`src/sv/asgm_ram.sv`:
```
// generic simple dual-port ram with registered read
module asgm_ram #(
	parameter int WIDTH = 8,
	parameter int DEPTH = 16
) (
	input  logic                                  clk,
	input  logic                                  we,
	input  logic [((DEPTH > 1) ? $clog2(DEPTH) : 1)-1:0] waddr,
	input  logic [WIDTH-1:0]                      wdata,
	input  logic                                  re,
	input  logic [((DEPTH > 1) ? $clog2(DEPTH) : 1)-1:0] raddr,
	output logic [WIDTH-1:0]                      rdata
);

	logic [WIDTH-1:0] mem [DEPTH];

	always_ff @(posedge clk) begin
		if (we) begin
			mem[waddr] <= wdata;
		end
		if (re) begin
			rdata <= mem[raddr];
		end
	end

endmodule

```
`config.mk`:
```
export PLATFORM = sky130hd
export DESIGN_NAME = asgm_ram
export DESIGN_NICKNAME = d
export VERILOG_FILES = /design/src/sv/asgm_ram.sv
export SDC_FILE = /design/constraint.sdc
export NUM_CORES = 1
export LEC_CHECK = 0
export BUFFER_PORTS_ARGS = -buffer_cell sky130_fd_sc_hd__buf_4
export CORE_ASPECT_RATIO = 0.7
export CORE_UTILIZATION = 30
export DETAILED_ROUTE_END_ITERATION = 8
export PLACE_DENSITY = 0.56
export SLEW_MARGIN = 20
export SYNTH_ARGS = -nofsm -noshare
export SYNTH_HDL_FRONTEND = slang
export SYNTH_SLANG_ARGS = --single-unit
export TNS_END_PERCENT = 5
```
`constraint.sdc`:
```
create_clock -name clk -period 2 [get_ports clk]
set_input_delay 0.1 -clock clk [delete_from_list [all_inputs] [get_ports clk]]
set_output_delay 0.1 -clock clk [all_outputs]
set_load 0.1 [all_outputs]
```
==> results.toml <==
[outcome]
status = "finished, final reports clean"

[flow_run]
drv_cap = 0

[power]
power_density_nw_per_um2 = 1050
finalPower_w = 0.00679
ir_drop_mv = 0.639
p_leak_nw = 2.16

[sta]
rsz0062_at_grt = "no"
hold_viol = 0
max_freq_mhz = 679
fin_skew_ns = 0.00923
setup-tns-final_ns = 0
min_period_ns = 1.47
drv_slew = 0
period_share = 0.736
setup_viol = 0
slew_headroom = 0.670
tightest_slew_ns = 0.494
fin_ws_ns = 0.528

[floorplanning]
pin_count = 27
die_h_um = 112
fp.dieW_um = 160
die_area_um2 = 18000
start_util = 0.313
placement_rows = 39
core_um2 = 16700

[yosys]
synth_top_area_share = 0.781
yosys.area.top_type = "edfxtp_1"
synth_cell_types = 18
synthTopCellsByArea = "edfxtp_1 (78%), mux4_2 (7.8%), mux4_1 (7.0%), a22oi_1 (2.3%), nor2_1 (0.93%)"
async_flop_share = 0
yosysMostFrequentCell = "edfxtp_1"
ys_warn_count = 0
synth_nets = 248
avgSynthCellArea_um2 = 22.8
yosys-top-cells-count = "edfxtp_1 (136), mux4_2 (18), a22oi_1 (16)"
yosysSeqAreaShare = 0.781
synthFlopType = "edfxtp_1"
synth_edf_count = 136
ys_ff_latch = 136
synth_cells = 229
syn-cell-area_um2 = 5230

[worst_setup_path]
crit_chain = "mux4_1 > a22oi_1 > nand2_1"
slowest_delay_ns = 0.56
critPathBufInv = 0
path_max_fanout = 1
arrival_ns = 1.62
slowest_stage = "mux4_1"
crit_path_start_kind = "register"
crit_path_end_kind = "register"
critical_path_class = "register to register"
required_ns = 2.15
critPathTopFamily = "multiplexers"

[clock_tree]
root_buffer = "clkbuf_16"
cts.sinks = 136
clkTransAtPathRegs_ns = 0.06
clk_path_buf_depth = 2
cts-buffers-inserted = 17
cts_setup_buffers = 0
cts_tree = "done"
htreeDepth = 4
clk-insertion-delay-late_ns = 0.42

[routing]
drtAntennaViolNets = 0
drtIter0Drc = 182
num_vias = 2534
first_pass_iters = 4
drc_errors = 0
vias_per_cell = 4.77
wl_per_cell_um = 20.3
routed_wl_um = 10800

[grt]
antenna_found_initial = 0
grt_pass1_vias = 2630
grt_pass1_wl_um = 16500
grt.overflow.total = 0
grt_max_degree = 33
grt_usage = 0.130

[placement]
port_buffers = 26
routabilityCongestion = 0.736
dp.final_hpwl_um = 7050
place_ws_ns = 0.400

[finish]
syn2layout_area_growth_pct = 24.1
antenna_cells = 0
nNetsFinal = 312
fillers = 1525
final_core_util = 0.389
drive_above_1_share = 0.320

[worst_hold_path]
hold_class = "input pin to register"
[worst register-to-register path: cells and delay by family, from the launching register on]
kind / cells / cell delay, ns
multiplexers: 1 / 0.56
flip-flops: 1 / 0.37
AO/OA/AOI/OAI: 1 / 0.17
AND/OR/NAND/NOR: 1 / 0.10
[report_power, final]
part	switching [W]	internal, W
logic	0.000273	0.000157
clock network	0.00118	0.00196
registers	0.0000183	0.00321
total	0.00147	0.00533
[through the flow]
stage | std cells | cell area [um2] | hold WS [ns]
2_1_floorplan | 229 | 5230 | 0.199
3_3_place_gp | 491 | 5800 | 0.409
6_report | 531 | 6490 | 0.0252
5_1_grt | 531 | 6490 | 0.0322
3_5_place_dp | 491 | 5800 | 0.425
4_1_cts | 531 | 6490 | 0.0259
[sequential cells by signal (all words and copies together), names as in the netlist]
register  cells
mem         128
rdata         8
[layout make-up]
class | instances | area (um2) | share of cell area
Clock inverter | 15 | 180 | 0.0278
Multi-Input combinational cell | 83 | 1060 | 0.163
Timing Repair Buffer | 55 | 458 | 0.0706
Sequential cell | 136 | 4080 | 0.630
Tap cell | 225 | 282 | 0.0434
Clock buffer | 17 | 425 | 0.0656
[path summary, 6_finish.rpt]
check        startpoint          to  slack (ns)  cells after the start
min            wdata[4]  mem[14][4]        0.03                      1
min reg2reg   mem[8][2]    rdata[2]        0.76                      3
max           mem[6][1]    rdata[1]        0.53                      3
max reg2reg   mem[6][1]    rdata[1]        0.53                      3
[cell families (layout without fill, tap and decap cells)]
family | Yosys count | after routing | share of synthesized area
flops | 136 | 136 | 0.781
compound gates | 16 | 16 | 0.0230
simple gates | 35 | 35 | 0.0314
mux | 32 | 32 | 0.148
buf+inv | 10 | 87 | 0.0165
[routing by layer]
| layer | track usage | wire, um | share of wire | up-vias |
|---|---|---|---|---|
| met4 | 0.0419 | 91 | 0.0084 | 0 |
| met1 | 0.185 | 5260 | 0.49 | 1342 |
| met2 | 0.186 | 4800 | 0.45 | 69 |
| li1 | - | - | - | 1112 |
| met3 | 0.0469 | 620 | 0.058 | 11 |
| met5 | 0 | 0 | 0 | - |
[timing repair]
item | 4_1_cts | 5_1_grt
hold endpoints to repair | 79 | 0
gates resized for setup | 0 | 0
hold buffers | 8 | 0
endpoints found under the setup margin | 0 | 0
[placed cells by master (no fill, tap or decap), types with 2 or more instances in the layout]
cell,count
nand2b_1,2
dlygate4sd3_1,8
edfxtp_1,136
nor3_1,4
nand2_1,9
buf_12,2
nor2_1,13
buf_4,45
clkbuf_16,17
mux4_2,18
nand3b_1,2
mux4_1,14
clkinv_4,4
clkinv_2,2
clkinvlp_4,6
a22oi_1,16
bufinv_16,3
(Power assumes the default switching activity.)
